File: src/rtl/core/isotp_pkg.sv
// ----------------------------------------------------------------------------
// isotp_pkg
// shared types and constants of the iso-tp transmit segmenter
// ----------------------------------------------------------------------------
package isotp_pkg;

    localparam int unsigned ID_W  = 29;
    localparam int unsigned LEN_W = 12;

    localparam logic [ID_W-1:0]  TX_CAN_ID_RESET   = 29'd2015;
    localparam logic [LEN_W-1:0] MAX_MESSAGE_BYTES = 12'd4095;
    localparam logic [LEN_W-1:0] SF_MAX_BYTES      = 12'd7;
    localparam logic [3:0]       PCI_FIRST         = 4'h1;
    localparam logic [3:0]       PCI_CONSEC        = 4'h2;
    localparam logic [3:0]       FULL_DLC          = 4'd8;

    // register index of the configuration port
    localparam logic REG_TX_CAN_ID = 1'b0;

    // one emitted can frame, byte 0 is the pci byte
    typedef struct packed {
        logic            eom;
        logic [7:0][7:0] bytes;
        logic [3:0]      dlc;
        logic [ID_W-1:0] id;
    } frame_t;

endpackage

File: src/rtl/core/isotp_cfg.sv
// ----------------------------------------------------------------------------
// isotp_cfg
// apb register holding the transmit identifier
// ----------------------------------------------------------------------------
module isotp_cfg
    import isotp_pkg::*;
(
    input  logic            clk,
    input  logic            rst_n,
    input  logic            psel,
    input  logic            penable,
    input  logic            pwrite,
    input  logic [2:0]      paddr,
    input  logic [31:0]     pwdata,
    output logic [31:0]     prdata,
    output logic            pready,
    output logic [ID_W-1:0] tx_can_id
);

    logic [ID_W-1:0] tx_can_id_reg;
    logic [ID_W-1:0] tx_can_id_next;
    logic            wr_en;

    assign pready = 1'b1;
    assign wr_en  = psel && penable && pwrite && (paddr[2] == REG_TX_CAN_ID);

    always_comb
    begin
        tx_can_id_next = tx_can_id_reg;
        if (wr_en)
        begin
            tx_can_id_next = pwdata[ID_W-1:0];
        end
    end

    always_ff @(posedge clk or negedge rst_n)
    begin
        if (!rst_n)
        begin
            tx_can_id_reg <= TX_CAN_ID_RESET;
        end
        else
        begin
            tx_can_id_reg <= tx_can_id_next;
        end
    end

    assign prdata    = (paddr[2] == REG_TX_CAN_ID) ? {3'b000, tx_can_id_reg} : 32'd0;
    assign tx_can_id = tx_can_id_reg;

endmodule

File: src/rtl/core/isotp_core.sv
// ----------------------------------------------------------------------------
// isotp_core
// frame assembly: places each byte and decides when a frame is complete
// ----------------------------------------------------------------------------
module isotp_core
    import isotp_pkg::*;
(
    input  logic             clk,
    input  logic             rst_n,
    input  logic             take,
    input  logic [7:0]       data_byte,
    input  logic [LEN_W-1:0] message_length,
    input  logic [ID_W-1:0]  tx_can_id,
    output logic             frame_valid,
    output frame_t           frame
);

    logic [LEN_W-1:0] rem_reg, rem_next;
    logic [7:0][7:0]  buf_reg, buf_next;
    logic [2:0]       fill_reg, fill_next;
    logic [3:0]       seq_reg, seq_next;

    logic             start;
    logic             drop;
    logic [LEN_W-1:0] len_sat;
    logic [LEN_W-1:0] rem_base;
    logic [7:0][7:0]  buf_base;
    logic [7:0][7:0]  buf_fill;
    logic [2:0]       fill_base;
    logic [3:0]       seq_base;
    logic [3:0]       fill_inc;
    logic [LEN_W-1:0] rem_dec;
    logic             last;
    logic             emit;

    assign start   = (rem_reg == '0);
    assign drop    = start && (message_length == '0);
    assign len_sat = (message_length > MAX_MESSAGE_BYTES) ? MAX_MESSAGE_BYTES
                                                          : message_length;

    // state seen by this byte, a new message opens its first frame here
    always_comb
    begin
        buf_base  = buf_reg;
        fill_base = fill_reg;
        seq_base  = seq_reg;
        rem_base  = rem_reg;
        if (start)
        begin
            buf_base = '0;
            rem_base = len_sat;
            if (len_sat <= SF_MAX_BYTES)
            begin
                buf_base[0] = len_sat[7:0];
                fill_base   = 3'd1;
            end
            else
            begin
                buf_base[0] = {PCI_FIRST, len_sat[11:8]};
                buf_base[1] = len_sat[7:0];
                fill_base   = 3'd2;
                seq_base    = 4'd1;
            end
        end
    end

    always_comb
    begin
        buf_fill            = buf_base;
        buf_fill[fill_base] = data_byte;
    end

    assign fill_inc = {1'b0, fill_base} + 4'd1;
    assign rem_dec  = rem_base - 12'd1;
    assign last     = (rem_dec == '0);
    assign emit     = last || (fill_inc == FULL_DLC);

    assign frame_valid = take && !drop && emit;
    assign frame.eom   = last;
    assign frame.bytes = buf_fill;
    assign frame.dlc   = fill_inc;
    assign frame.id    = tx_can_id;

    always_comb
    begin
        buf_next  = buf_reg;
        fill_next = fill_reg;
        seq_next  = seq_reg;
        rem_next  = rem_reg;
        if (take && !drop)
        begin
            rem_next = rem_dec;
            seq_next = seq_base;
            if (!emit)
            begin
                buf_next  = buf_fill;
                fill_next = fill_inc[2:0];
            end
            else if (last)
            begin
                buf_next  = '0;
                fill_next = 3'd0;
            end
            else
            begin
                // open the next consecutive frame
                buf_next    = '0;
                buf_next[0] = {PCI_CONSEC, seq_base};
                seq_next    = seq_base + 4'd1;
                fill_next   = 3'd1;
            end
        end
    end

    always_ff @(posedge clk or negedge rst_n)
    begin
        if (!rst_n)
        begin
            rem_reg  <= '0;
            buf_reg  <= '0;
            fill_reg <= '0;
            seq_reg  <= '0;
        end
        else
        begin
            rem_reg  <= rem_next;
            buf_reg  <= buf_next;
            fill_reg <= fill_next;
            seq_reg  <= seq_next;
        end
    end

endmodule

File: src/rtl/core/isotp_skid.sv
// ----------------------------------------------------------------------------
// isotp_skid
// output register with one skid entry for frames
// ----------------------------------------------------------------------------
module isotp_skid
    import isotp_pkg::*;
(
    input  logic   clk,
    input  logic   rst_n,
    input  logic   in_valid,
    input  frame_t in_frame,
    output logic   in_ready,
    output logic   out_valid,
    input  logic   out_ready,
    output frame_t out_frame
);

    logic   out_valid_reg, out_valid_next;
    logic   skid_valid_reg, skid_valid_next;
    frame_t out_frame_reg, out_frame_next;
    frame_t skid_frame_reg, skid_frame_next;

    assign in_ready = !skid_valid_reg;

    always_comb
    begin
        out_valid_next  = out_valid_reg;
        skid_valid_next = skid_valid_reg;
        out_frame_next  = out_frame_reg;
        skid_frame_next = skid_frame_reg;
        if (!out_valid_reg || out_ready)
        begin
            out_valid_next  = skid_valid_reg || in_valid;
            out_frame_next  = skid_valid_reg ? skid_frame_reg : in_frame;
            skid_valid_next = 1'b0;
        end
        else if (in_valid && !skid_valid_reg)
        begin
            skid_valid_next = 1'b1;
            skid_frame_next = in_frame;
        end
    end

    always_ff @(posedge clk or negedge rst_n)
    begin
        if (!rst_n)
        begin
            out_valid_reg  <= 1'b0;
            skid_valid_reg <= 1'b0;
        end
        else
        begin
            out_valid_reg  <= out_valid_next;
            skid_valid_reg <= skid_valid_next;
        end
    end

    always_ff @(posedge clk)
    begin
        out_frame_reg  <= out_frame_next;
        skid_frame_reg <= skid_frame_next;
    end

    assign out_valid = out_valid_reg;
    assign out_frame = out_frame_reg;

endmodule

File: src/rtl/core/isotp_transmit_segmenter.sv
// ----------------------------------------------------------------------------
// isotp_transmit_segmenter
// iso-tp transmit segmentation of a payload byte stream into can frames
// ----------------------------------------------------------------------------
// Payload bytes enter one per request on the slave side, the message length
// being sampled with the first byte of each message. A message of up to seven
// bytes leaves as one single frame; a longer one as a first frame followed by
// consecutive frames with a sequence number wrapping modulo 16. One byte is
// taken in every cycle while s_tready is high. A completed frame is registered
// into an output register backed by one skid entry, which holds it while the
// sink stalls; s_tready only drops when both hold a frame the sink has not taken.
// Lengths above 4095 cannot occur and a zero length drops the byte. The
// identifier register sits at byte address 0 of the apb port and should only
// be written while no message is in flight.
module isotp_transmit_segmenter
    import isotp_pkg::*;
(
    input  logic         clk,
    input  logic         rst_n,
    // payload requests
    input  logic         s_tvalid,
    output logic         s_tready,
    input  logic [23:0]  s_tdata,   // data_byte[7:0], message_length[19:8], zero pad
    // frame requests
    output logic         m_tvalid,
    input  logic         m_tready,
    output logic [103:0] m_tdata,   // frame_id[28:0], frame_dlc[32:29],
                                    // frame_byte0..7 in [40:33]..[96:89], zero pad
    output logic         m_tlast,   // end_of_message
    // configuration
    input  logic         psel,
    input  logic         penable,
    input  logic         pwrite,
    input  logic [2:0]   paddr,
    input  logic [31:0]  pwdata,
    output logic [31:0]  prdata,
    output logic         pready
);

    logic [ID_W-1:0] tx_can_id;
    logic            take;
    logic            core_valid;
    frame_t          core_frame;
    frame_t          out_frame;

    // the identifier register
    isotp_cfg u_cfg
    (
        .clk       (clk),
        .rst_n     (rst_n),
        .psel      (psel),
        .penable   (penable),
        .pwrite    (pwrite),
        .paddr     (paddr),
        .pwdata    (pwdata),
        .prdata    (prdata),
        .pready    (pready),
        .tx_can_id (tx_can_id)
    );

    assign take = s_tvalid && s_tready;

    // byte placement and frame completion
    isotp_core u_core
    (
        .clk            (clk),
        .rst_n          (rst_n),
        .take           (take),
        .data_byte      (s_tdata[7:0]),
        .message_length (s_tdata[19:8]),
        .tx_can_id      (tx_can_id),
        .frame_valid    (core_valid),
        .frame          (core_frame)
    );

    // result register and skid entry
    isotp_skid u_skid
    (
        .clk       (clk),
        .rst_n     (rst_n),
        .in_valid  (core_valid),
        .in_frame  (core_frame),
        .in_ready  (s_tready),
        .out_valid (m_tvalid),
        .out_ready (m_tready),
        .out_frame (out_frame)
    );

    assign m_tdata = {7'b0, out_frame.bytes, out_frame.dlc, out_frame.id};
    assign m_tlast = out_frame.eom;

`ifndef ASSERT_OFF
    // the input only stalls while a frame waits at the output
    a_stall_only_when_full: assert property (@(posedge clk) disable iff (!rst_n)
        !s_tready |-> m_tvalid)
        else $error("input stalled with empty output");

    // every frame carries one to eight bytes
    a_dlc_range: assert property (@(posedge clk) disable iff (!rst_n)
        m_tvalid |-> (out_frame.dlc != 4'd0) && (out_frame.dlc <= FULL_DLC))
        else $error("frame dlc out of range");

    // only the last frame of a message is shortened
    a_short_is_last: assert property (@(posedge clk) disable iff (!rst_n)
        m_tvalid && !m_tlast |-> out_frame.dlc == FULL_DLC)
        else $error("short frame not marked last");

    // a shortened frame has its top byte zero
    a_short_zero: assert property (@(posedge clk) disable iff (!rst_n)
        m_tvalid && (out_frame.dlc != FULL_DLC) |-> out_frame.bytes[7] == 8'd0)
        else $error("unused frame byte not zero");
`endif

endmodule
File: config.mk
export PLATFORM = sky130hd
export DESIGN_NAME = isotp_transmit_segmenter
export DESIGN_NICKNAME = d
export VERILOG_FILES = /design/src/rtl/core/isotp_pkg.sv /design/src/rtl/core/isotp_cfg.sv /design/src/rtl/core/isotp_core.sv /design/src/rtl/core/isotp_skid.sv /design/src/rtl/core/isotp_transmit_segmenter.sv
export SDC_FILE = /design/constraint.sdc
export NUM_CORES = 1
export LEC_CHECK = 0
export BUFFER_PORTS_ARGS = -buffer_cell sky130_fd_sc_hd__buf_2
export CORE_AREA = 5 5 218 220
export CTS_BUF_LIST = sky130_fd_sc_hd__clkbuf_8
export CTS_CLUSTER_DIAMETER = 50
export DETAILED_ROUTE_END_ITERATION = 12
export DIE_AREA = 0 0 223 225
export PLACE_DENSITY = 0.48
export SKIP_CTS_REPAIR_TIMING = 1
export SLEW_MARGIN = 20
export SYNTH_ARGS = -nofsm -noshare
export SYNTH_HDL_FRONTEND = slang
export SYNTH_SLANG_ARGS = --single-unit
File: constraint.sdc
create_clock -name clk -period 11.2 [get_ports clk]
set_input_delay 0 -clock clk [delete_from_list [all_inputs] [get_ports clk]]
set_output_delay 0 -clock clk [all_outputs]
set_load 0.02 [all_outputs]
# Word-level counts from Yosys, hierarchy flattened
# Index checks and enable logic that the tools add are counted.
[classes]
add_sub_neg = 3
n_lt_le_gt_ge = 4
n_eq_ne = 1
muxes = 22
bitwise_logic = 2
n_reduce_logical = 20
[op_table]
columns = ["cell", "n"]
rows = [
  ["64-bit two-way mux", 2],
  ["98-bit two-way mux", 1],
  ["64-bit bitwise mux", 1],
  ["12-bit logical NOT", 3],
  ["29-bit two-way mux", 1],
  ["8-bit demux with 3-bit select", 1],
  ["12-bit two-way mux", 2],
  ["8-bit two-way mux", 3],
  ["4-bit two-way mux", 4],
  ["12-bit greater-than comparator, second input constant", 1],
  ["12-bit by 3-bit <= comparator with 1-bit output, second input constant", 1],
  ["12-bit by 1-bit subtractor with 12-bit output, second input constant", 1],
  ["1-bit logical AND", 9],
  ["3-bit two-way mux", 2],
  ["6-bit two-way mux", 1],
  ["3-bit by 1-bit adder with 4-bit output, second input constant", 1],
  ["4-bit by 1-bit adder with 4-bit output, second input constant", 1],
  ["4-bit equality test, second input constant", 1],
  ["3-bit by 4-bit < comparator with 1-bit output, second input constant", 1],
  ["3-bit by 1-bit greater-or-equal comparator with 1-bit output, second input constant", 1],
  ["1-bit logical NOT", 3],
  ["1-bit logical OR", 3],
  ["1-bit two-way mux", 3],
  ["2-bit two-way mux", 1],
  ["other kinds (3)", 4],
]
[totals]
regBits = 310
in_bits = 66
out_inout_bits = 140

# Logic depth before layout (Yosys ltp)
# Gate-level depths: netlist of run 1.
[depth]
depth_word = 12
mapped_depth = 18

# Cells and area by module
# A second synthesis of run 1 with hierarchy kept.
[hier_totals]
hier_cells = 1004
area_unflattened_um2 = 14123.5
[by_module_without_submodules]
columns = ["mod", "instances", "cells_per_inst", "area_each_um2"]
rows = [
  ["isotp_skid", 1, 313, 7586.0],
  ["isotp_core", 1, 582, 5089.9],
  ["isotp_cfg", 1, 100, 1385.1],
  ["isotp_transmit_segmenter", 1, 9, 62.6],
]

# Least setup slack after synthesis of run 1
# OpenSTA, ideal clock, no wires.
[synth_path]
path_kind = "reg2reg"
startpoint = "register u_core.rem_reg[2]"
endpoint = "register u_skid.skid_frame_reg[0] (netlist name), enable pin"
setup_time_ns = 0.556
arrival_ns = 7.507
required_ns = 10.644
path_slack_ns = 3.137
stages_incl_launch_ff = 17
path_cell_list = "dfrtp_1 -> or3_1 -> clkbuf_1 -> nor4_4 -> buf_6 -> clkbuf_1 -> a21oi_1 -> ha_1 -> nor3b_1 -> o41ai_2 -> nor4_1 -> xnor2_1 -> nor4_1 -> and4_1 -> buf_6 -> o21ai_2 -> nor2_1"
[synth_via]
elab_chain_cells = 8
elab_cells_between_ends = 14
cone_classes = "add/sub: 2; eq/ne: 1; mux: 2; reduce/logical: 9"
[synth_lines]
columns = ["item", "line_no", "text"]
rows = [
  ["from (decl)", "isotp_core.sv:18", "logic [LEN_W-1:0] rem_reg, rem_next;"],
  ["from (signal assigned)", "isotp_core.sv:126", "rem_reg <= rem_next;"],
  ["12-bit logical NOT", "isotp_core.sv:36", "assign start = (rem_reg == '0);"],
  ["12-bit two-way mux or 3-bit two-way mux (tied branches)", "isotp_core.sv:48", "if (start)"],
  ["12-bit by 1-bit subtractor with 12-bit output or 3-bit by 1-bit adder with 4-bit output (tied branches)", "isotp_core.sv:74, isotp_core.sv:73", ""],
  ["12-bit logical NOT or 4-bit equality test (tied branches)", "isotp_core.sv:75, isotp_core.sv:76", ""],
  ["1-bit logical OR", "isotp_core.sv:76", "assign emit = last || (fill_inc == FULL_DLC);"],
  ["1-bit logical AND *", "isotp_core.sv:78", "assign frame_valid = take && !drop && emit;"],
  ["1-bit logical AND *", "isotp_skid.sv:37", "else if (in_valid && !skid_valid_reg)"],
  ["2-bit AND reduction (no source line) *", "n/a", ""],
  ["to (signal assigned)", "isotp_skid.sv:61", "skid_frame_reg <= skid_frame_next;"],
  ["to (decl)", "isotp_skid.sv:21", "frame_t skid_frame_reg, skid_frame_next;"],
]
# Every way passes the cells marked *; elsewhere a longest branch is shown, timed or not.
# A chain may end at the register's enable or synchronous reset.

# Worst setup path after layout of run 1
[layout_path]
startpoint = "register u_core.rem_reg[8]"
endpoint = "register u_skid.skid_frame_reg[52] (netlist name), enable pin"
[layout_via]
elab_chain_cells = 8
elab_cells_between_ends = 14
cone_classes = "add/sub: 2; eq/ne: 1; mux: 2; reduce/logical: 9"
[layout_lines]
columns = ["item", "line_no", "text"]
rows = [
  ["12-bit logical NOT", "isotp_core.sv:36", ""],
  ["12-bit two-way mux", "isotp_core.sv:48", ""],
  ["12-bit by 1-bit subtractor with 12-bit output", "isotp_core.sv:74", "assign rem_dec = rem_base - 12'd1;"],
  ["net u_core.rem_dec[0]", "isotp_core.sv:32", "logic [LEN_W-1:0] rem_dec;"],
  ["12-bit logical NOT", "isotp_core.sv:75", "assign last = (rem_dec == '0);"],
  ["1-bit logical OR", "isotp_core.sv:76", ""],
  ["1-bit logical AND", "isotp_core.sv:78", ""],
  ["1-bit logical AND", "isotp_skid.sv:37", ""],
  ["2-bit AND reduction (no source line)", "n/a", ""],
]
# The timed path passes the listed nets, and every way through them passes these cells.

==> summary.txt, run 1 <==
Synthesis
  • Syn Area/Cell: 13.5 µm²
  • Flops & latches, synth: 310
  • Synth top area cells: edfxtp_1 44%, dfrtp_1 19%, mux2_2 9.9%
  • Post-synth ARST share: 36.8%
  • Top-area cell type share of the netlist area: 44.0%
  • Synth cell types: 67
  • Ys Warns: 0
  • Sequential share of the synthesized area: 65.4%
  • EDFF count, synth: 196
  • Cell area after synthesis: 0.0134 mm²
  • Most common flop cell mapped by yosys: edfxtp_1
  • Gate count after technology mapping: 990
  • Area leader, netlist: edfxtp_1

Die
  • Core area: 0.0451 mm²
  • Site Rows: 78
  • Chip height: 225 µm
  • Die width: 223 µm
  • Die area: 0.0502 mm²
  • # IOs: 206
  • Starting Density: 29.7%

Critical path
  • Setup slack, reg-to-reg: 5360 ps
  • Largest stage delay, worst path: 900 ps
  • CP arrival: 6100 ps
  • Worst-path maximum fanout: 67
  • WS Path Type: flip-flop to flip-flop
  • Worst path slowest cell: buf_4
  • Reg2reg path depth: 14
  • Worst path required time: 11460 ps
  • Crit path launch type: flip-flop
  • Crit-path cells: or3_1 > nor4_4 > a21o_1 > inv_1 > ha_1 > nor3b_1 > o41ai_2 > a2111oi_0 > xor2_1 > nor2b_1 > and4_1 > o21ai_2 > nor2_4 > buf_4
  • R2r startpoint: u_core.rem_reg[8]
  • Worst setup EP type: flip-flop
  • R2r endpoint: u_skid.skid_frame_reg[52]

Detailed routing
  • Met2 wire length: 16.0 mm
  • WL per Instance: 18.8 µm
  • 1st-pass router iterations: 5
  • Met3 wire len: 2.80 mm
  • Top layer in use: met4
  • Post-route ant nets: 0
  • Initial drt markers: 478
  • WL met1: 15.6 mm
  • Residual DRC: 0
  • WL final: 35.5 mm
  • DR vias: 8976
  • Via density: 4.76

Clock network
  • Clock buffer count from CTS: 58
  • Clk_lat worst skew: 650 ps
  • Clock transition at the registers of the reported paths: 60 ps
  • Clock Sinks: 310
  • Root buf cell: clkbuf_8
  • # H-tree levels: 2
  • Clock tree buffer depth: 3
  • CTS tree: done

Timing
  • RSZ-0062 raised after global routing: false
  • Fin. Hold Viols: 4
  • Skew final: 35.6 ps
  • Fin crit share: 52.1%
  • Worst Tran Pin Value: 1100 ps
  • Slew headroom: 26.7%
  • Final hold slack: -15.9 ps
  • Max Transition Viols Final: 0
  • Fin Setup TNS: 0 ps
  • Fin crit period: 5840 ps
  • Max Fclk: 171 MHz
  • Setup Viol. Count Final: 0

GRT
  • Gr usage total: 13.5%
  • Largest net degree at the start of global routing: 94
  • Initial antenna violation count: 0
  • First-pass GRT wire length: 53.7 mm
  • Remaining global-route overflow: 0
  • Vias in the first global route: 8979

Finish
  • Diodes inserted: 0
  • Layout Nets: 1307
  • Area Growth Syn to Fin: 24.1%
  • Layout cells sized above 1: 34.5%
  • Core Util, Final: 36.8%

Worst hold path
  • Worst hold path depth: 5
  • HP Start: s_tdata[17]
  • Tightest Hold Check Type: input pin to flip-flop
  • Worst-case hold path end point: u_core.rem_reg[9]

Placed design
  • Dpl hpwl: 21.6 mm
  • Gpl congestion: 0.833
  • # port buffers: 185

Power
  • PwrDens: 250 mW/mm²
  • LEAKAGE: 6.95 nW
  • Max VDD drop: 104 µV

Run status
  • Failing checks: negative hold slack
  • Outcome: complete, but fails checks

Run
  • Max-Cap Viols: 0
[worst max-delay path by stage]
stage | slack [ps] | cells past startpoint | start | to
final | 5360 | 14 | u_core.rem_reg[8] | u_skid.skid_frame_reg[52]
after global routing | 4830 | 14 | u_core.rem_reg[8] | u_skid.skid_frame_reg[51]
after CTS | 5310 | 14 | u_core.rem_reg[8] | u_skid.skid_frame_reg[92]
after detailed placement | 5330 | 14 | u_core.rem_reg[8] | u_skid.skid_frame_reg[94]
after global placement | 5390 | 14 | u_core.rem_reg[8] | u_skid.skid_frame_reg[86]
after floorplan | 3140 | 16 | u_core.rem_reg[2] | u_skid.skid_frame_reg[0]
[per-stage QoR]
step	setup WS (ps)	instances	hold slack (ps)	total power, mW	instance area, µm²
2_1_floorplan	3140	999	-296	2.61	13400
3_3_place_gp	5390	1724	141	2.97	14800
3_5_place_dp	5330	1724	148	2.98	14800
4_1_cts	5310	1833	-571	4.18	16100
5_1_grt	4830	1886	2.78	4.41	16600
6_report	5360	1886	-15.9	4.15	16600
[power by group]
part           total (mW)  internal (mW)  leakage, nW  switching (mW)
Clock                1.16          0.662        0.712           0.499
Combinational        1.24          0.490         2.79           0.754
Sequential           1.74           1.59         3.45           0.151
[cell usage after synthesis, types with 10 or more instances]
master      n
nand2_1   104
clkbuf_1   43
a21oi_1    21
o21ai_0    60
inv_1      16
nor2_1     22
mux2_2    118
o21ai_1    18
nor2b_1    32
a22o_1     56
nand3_1    36
buf_4      11
dfstp_2    10
edfxtp_1  196
dfrtp_1   104
[layout by cell type, fill, tap and decap left out, drive strengths merged, types with 5 or more instances in the layout]
cell type and count:
buf 198, edfxtp 196, mux2 119, nand2 105
dfrtp 104, o21ai 81, clkbuf 70, a22o 56
dlygate4sd3 53, inv 40, nand3 37, nor2b 32
a21oi 25, nor2 23, nor4 13, clkinv 12
conb 11, dfstp 10, nor3 10, xnor2 9
a31oi 7, or3 5
[critical path: cells and delay by family, from the launching register on]
family | cells | cell delay [ps]
adder cells (fa/ha/maj) | 1 | 160
XOR/XNOR | 1 | 310
AO/OA/AOI/OAI | 4 | 1140
flip-flops | 1 | 470
AND/OR/NAND/NOR | 6 | 2350
buffers and inverters | 2 | 960
[metal layers]
metal | vias up | GRT usage (%)
li1 | 4168 | -
met1 | 4470 | 17.4
met2 | 284 | 21.0
met3 | 54 | 4.83
met4 | 0 | 5.24
met5 | - | 0
[cells by family after synthesis]
kind of cell             synth area share (%)
flip-flops                               65.4
AND/OR/NAND/NOR                          9.50
AO/OA/AOI/OAI                            10.0
multiplexers                             10.3
buffers and inverters                    3.46
XOR/XNOR                                0.851
adder cells (fa/ha/maj)                 0.374
other                                  0.0561
[final cells by class]
cell class	count	area, µm²
tap	600	751
sequential	310	8750
multi-input combinational	597	4220
clock buffer	70	963
inverter	19	71.3
clock inverter	39	287
timing repair buffer	251	1560
fill	4482	28500
No activity file was read; power rests on OpenSTA's default activity.
==> run 2: changes to the inputs <==
--- a/config.mk
+++ b/config.mk
@@ -11,7 +11,7 @@
 export CTS_CLUSTER_DIAMETER = 50
 export DETAILED_ROUTE_END_ITERATION = 12
 export DIE_AREA = 0 0 223 225
-export PLACE_DENSITY = 0.48
+export PLACE_DENSITY = 0.5
 export SKIP_CTS_REPAIR_TIMING = 1
 export SLEW_MARGIN = 20
 export SYNTH_ARGS = -nofsm -noshare
==> constraint.sdc (replaced) <==
create_clock -name clk -period 4.8 [get_ports clk]
set_input_delay 0 -clock clk [delete_from_list [all_inputs] [get_ports clk]]
set_output_delay 0 -clock clk [all_outputs]
set_load 0.02 [all_outputs]
==> run 2 against run 1 <==
Effect of this change:
- the run now ends clean
- die area did not move
- core utilization fell by 0.19 points
- clock skew rose by 5.3 ps
==> summary.txt, run 2 (synthesized netlist as in run 1, its figures left out) <==
Run status
  • Outcome: completed

Worst hold path
  • Worst hold path depth: 5
  • HP Start: s_tvalid
  • Worst-case hold path end point: u_core.seq_reg[3]
  • Tightest Hold Check Type: input pin to flip-flop

Finish
  • Design area: 0.0165 mm²
  • Diodes inserted: 0
  • Layout Nets: 1312
  • Most common cell after layout, fill and taps aside: edfxtp_1
  • Most frequent cells in the layout: 196 x edfxtp_1, 184 x buf_2, 118 x mux2_2
  • Area Growth Syn to Fin: 23.5%
  • Layout cells sized above 1: 34.2%

GRT
  • Met3 Use GR: 4.42%
  • Gr usage total: 13.3%
  • Busiest metal layer after global routing: met2
  • Remaining global-route overflow: 0
  • Met1 usage: 17.7%
  • Met2 Use GR: 20.3%
  • Initial antenna violation count: 1
  • Vias in the first global route: 8869
  • Largest net degree at the start of global routing: 78
  • First-pass GRT wire length: 52.8 mm

Detailed routing
  • 1st-pass router iterations: 5
  • Via density: 4.71
  • DR vias: 8879
  • WL final: 34.8 mm
  • Post-route ant nets: 0
  • Initial drt markers: 548
  • WL per Instance: 18.5 µm
  • Residual DRC: 0

Clock network
  • # H-tree levels: 2
  • Clk_lat worst skew: 650 ps
  • CTS tree: done
  • Clock buffer count from CTS: 54
  • Root buf cell: clkbuf_8
  • Clock Sinks: 310
  • Clock transition at the registers of the reported paths: 60 ps
  • Clock tree buffer depth: 3

Timing
  • Final hold slack: 34.1 ps
  • Slew headroom: 34.4%
  • Skew final: 40.9 ps
  • Worst Tran Pin Value: 985 ps
  • Max Fclk: 238 MHz
  • Setup Viol. Count Final: 0
  • RSZ-0062 raised after global routing: false
  • Fin. Hold Viols: 0
  • Fin crit period: 4200 ps
  • Max Transition Viols Final: 0
  • Fin crit share: 87.6%

Critical path
  • Worst path most repeated cell: nor4_1
  • Setup slack, reg-to-reg: 600 ps
  • Crit path launch type: flip-flop
  • R2r startpoint: u_core.rem_reg[8]
  • Reg2reg path depth: 14
  • WS Path Type: flip-flop to flip-flop
  • Worst path slowest cell: or3_1
  • CP arrival: 4460 ps
  • Worst setup EP type: flip-flop
  • Crit-path cells: or3_1 > nor4_4 > a21o_1 > inv_1 > ha_2 > nor3b_2 > o41ai_2 > nor4_1 > xnor2_1 > nor4_1 > and4_1 > o21ai_4 > nor2_4 > buf_12
  • R2r endpoint: u_skid.skid_frame_reg[86]
  • Worst-path maximum fanout: 77
  • Largest stage delay, worst path: 550 ps
  • Worst path required time: 5060 ps

Placed design
  • # port buffers: 185
  • Post-DP Area: 0.0149 mm²
  • Gpl congestion: 0.834
  • Dpl hpwl: 21.6 mm

Die
  • # IOs: 206
  • Die width: 223 µm
  • Chip height: 225 µm
  • Die area: 0.0502 mm²
  • Site Rows: 78
  • Starting Density: 29.7%
  • Core area: 0.0451 mm²

Run
  • Max-Cap Viols: 0

Power
  • Max VDD drop: 209 µV
  • PwrDens: 566 mW/mm²
  • LEAKAGE: 6.88 nW
==> run 2: layout make-up <==
type	instances	area, µm²
clock inverter	41	219
fill	4443	28600
multi-input combinational	597	4240
timing repair buffer	260	1660
inverter	19	71.3
clock buffer	60	826
tap	600	751
sequential	310	8750
==> run 2: report_power, final <==
group	total, mW	leakage, nW	switching [mW]	internal (mW)
sequential	4.07	3.45	0.350	3.72
combinational	2.94	2.84	1.77	1.17
clock	2.34	0.591	1.13	1.21
==> run 2: per-layer routing <==
layer / vias up / part of all wire [%]
met2: 309 / 45
met5: - / 0.037
met3: 59 / 8.1
li1: 4185 / -
met4: 2 / 2.4
met1: 4324 / 44
==> run 2: stage by stage <==
stage | power, mW | utilization (%) | std cells | setup slack (ps) | setup TNS [ps]
after floorplan | 6.11 | - | 999 | -3030 | -297390
after CTS | 9.40 | 35.4 | 1829 | 596 | 0
after global placement | 6.94 | 33.0 | 1728 | 670 | 0
after global routing | 9.95 | 36.6 | 1887 | 308 | 0
final | 9.34 | 36.6 | 1887 | 597 | 0
after detailed placement | 6.98 | 33.0 | 1728 | 619 | 0
==> run 2: worst max-delay path by stage <==
stage / startpoint / endpoint / cells after the start / slack [ps]
after floorplan: u_core.rem_reg[0] / u_skid.skid_frame_reg[0] / 16 / -3030
after global placement: u_core.rem_reg[8] / u_skid.skid_frame_reg[6] / 14 / 670
final: u_core.rem_reg[8] / u_skid.skid_frame_reg[86] / 14 / 600
after detailed placement: u_core.rem_reg[8] / u_skid.skid_frame_reg[24] / 14 / 620
after global routing: u_core.rem_reg[8] / u_skid.skid_frame_reg[6] / 14 / 310
after CTS: u_core.rem_reg[8] / u_skid.skid_frame_reg[23] / 14 / 600
==> run 2: worst max-delay path: cells and delay by family, from the launching register on <==
family | cells | cell delay, ps
compound gates | 3 | 410
xor+xnor | 1 | 190
fa+ha+maj | 1 | 180
simple gates | 7 | 2090
flops | 1 | 460
buf+inv | 2 | 460
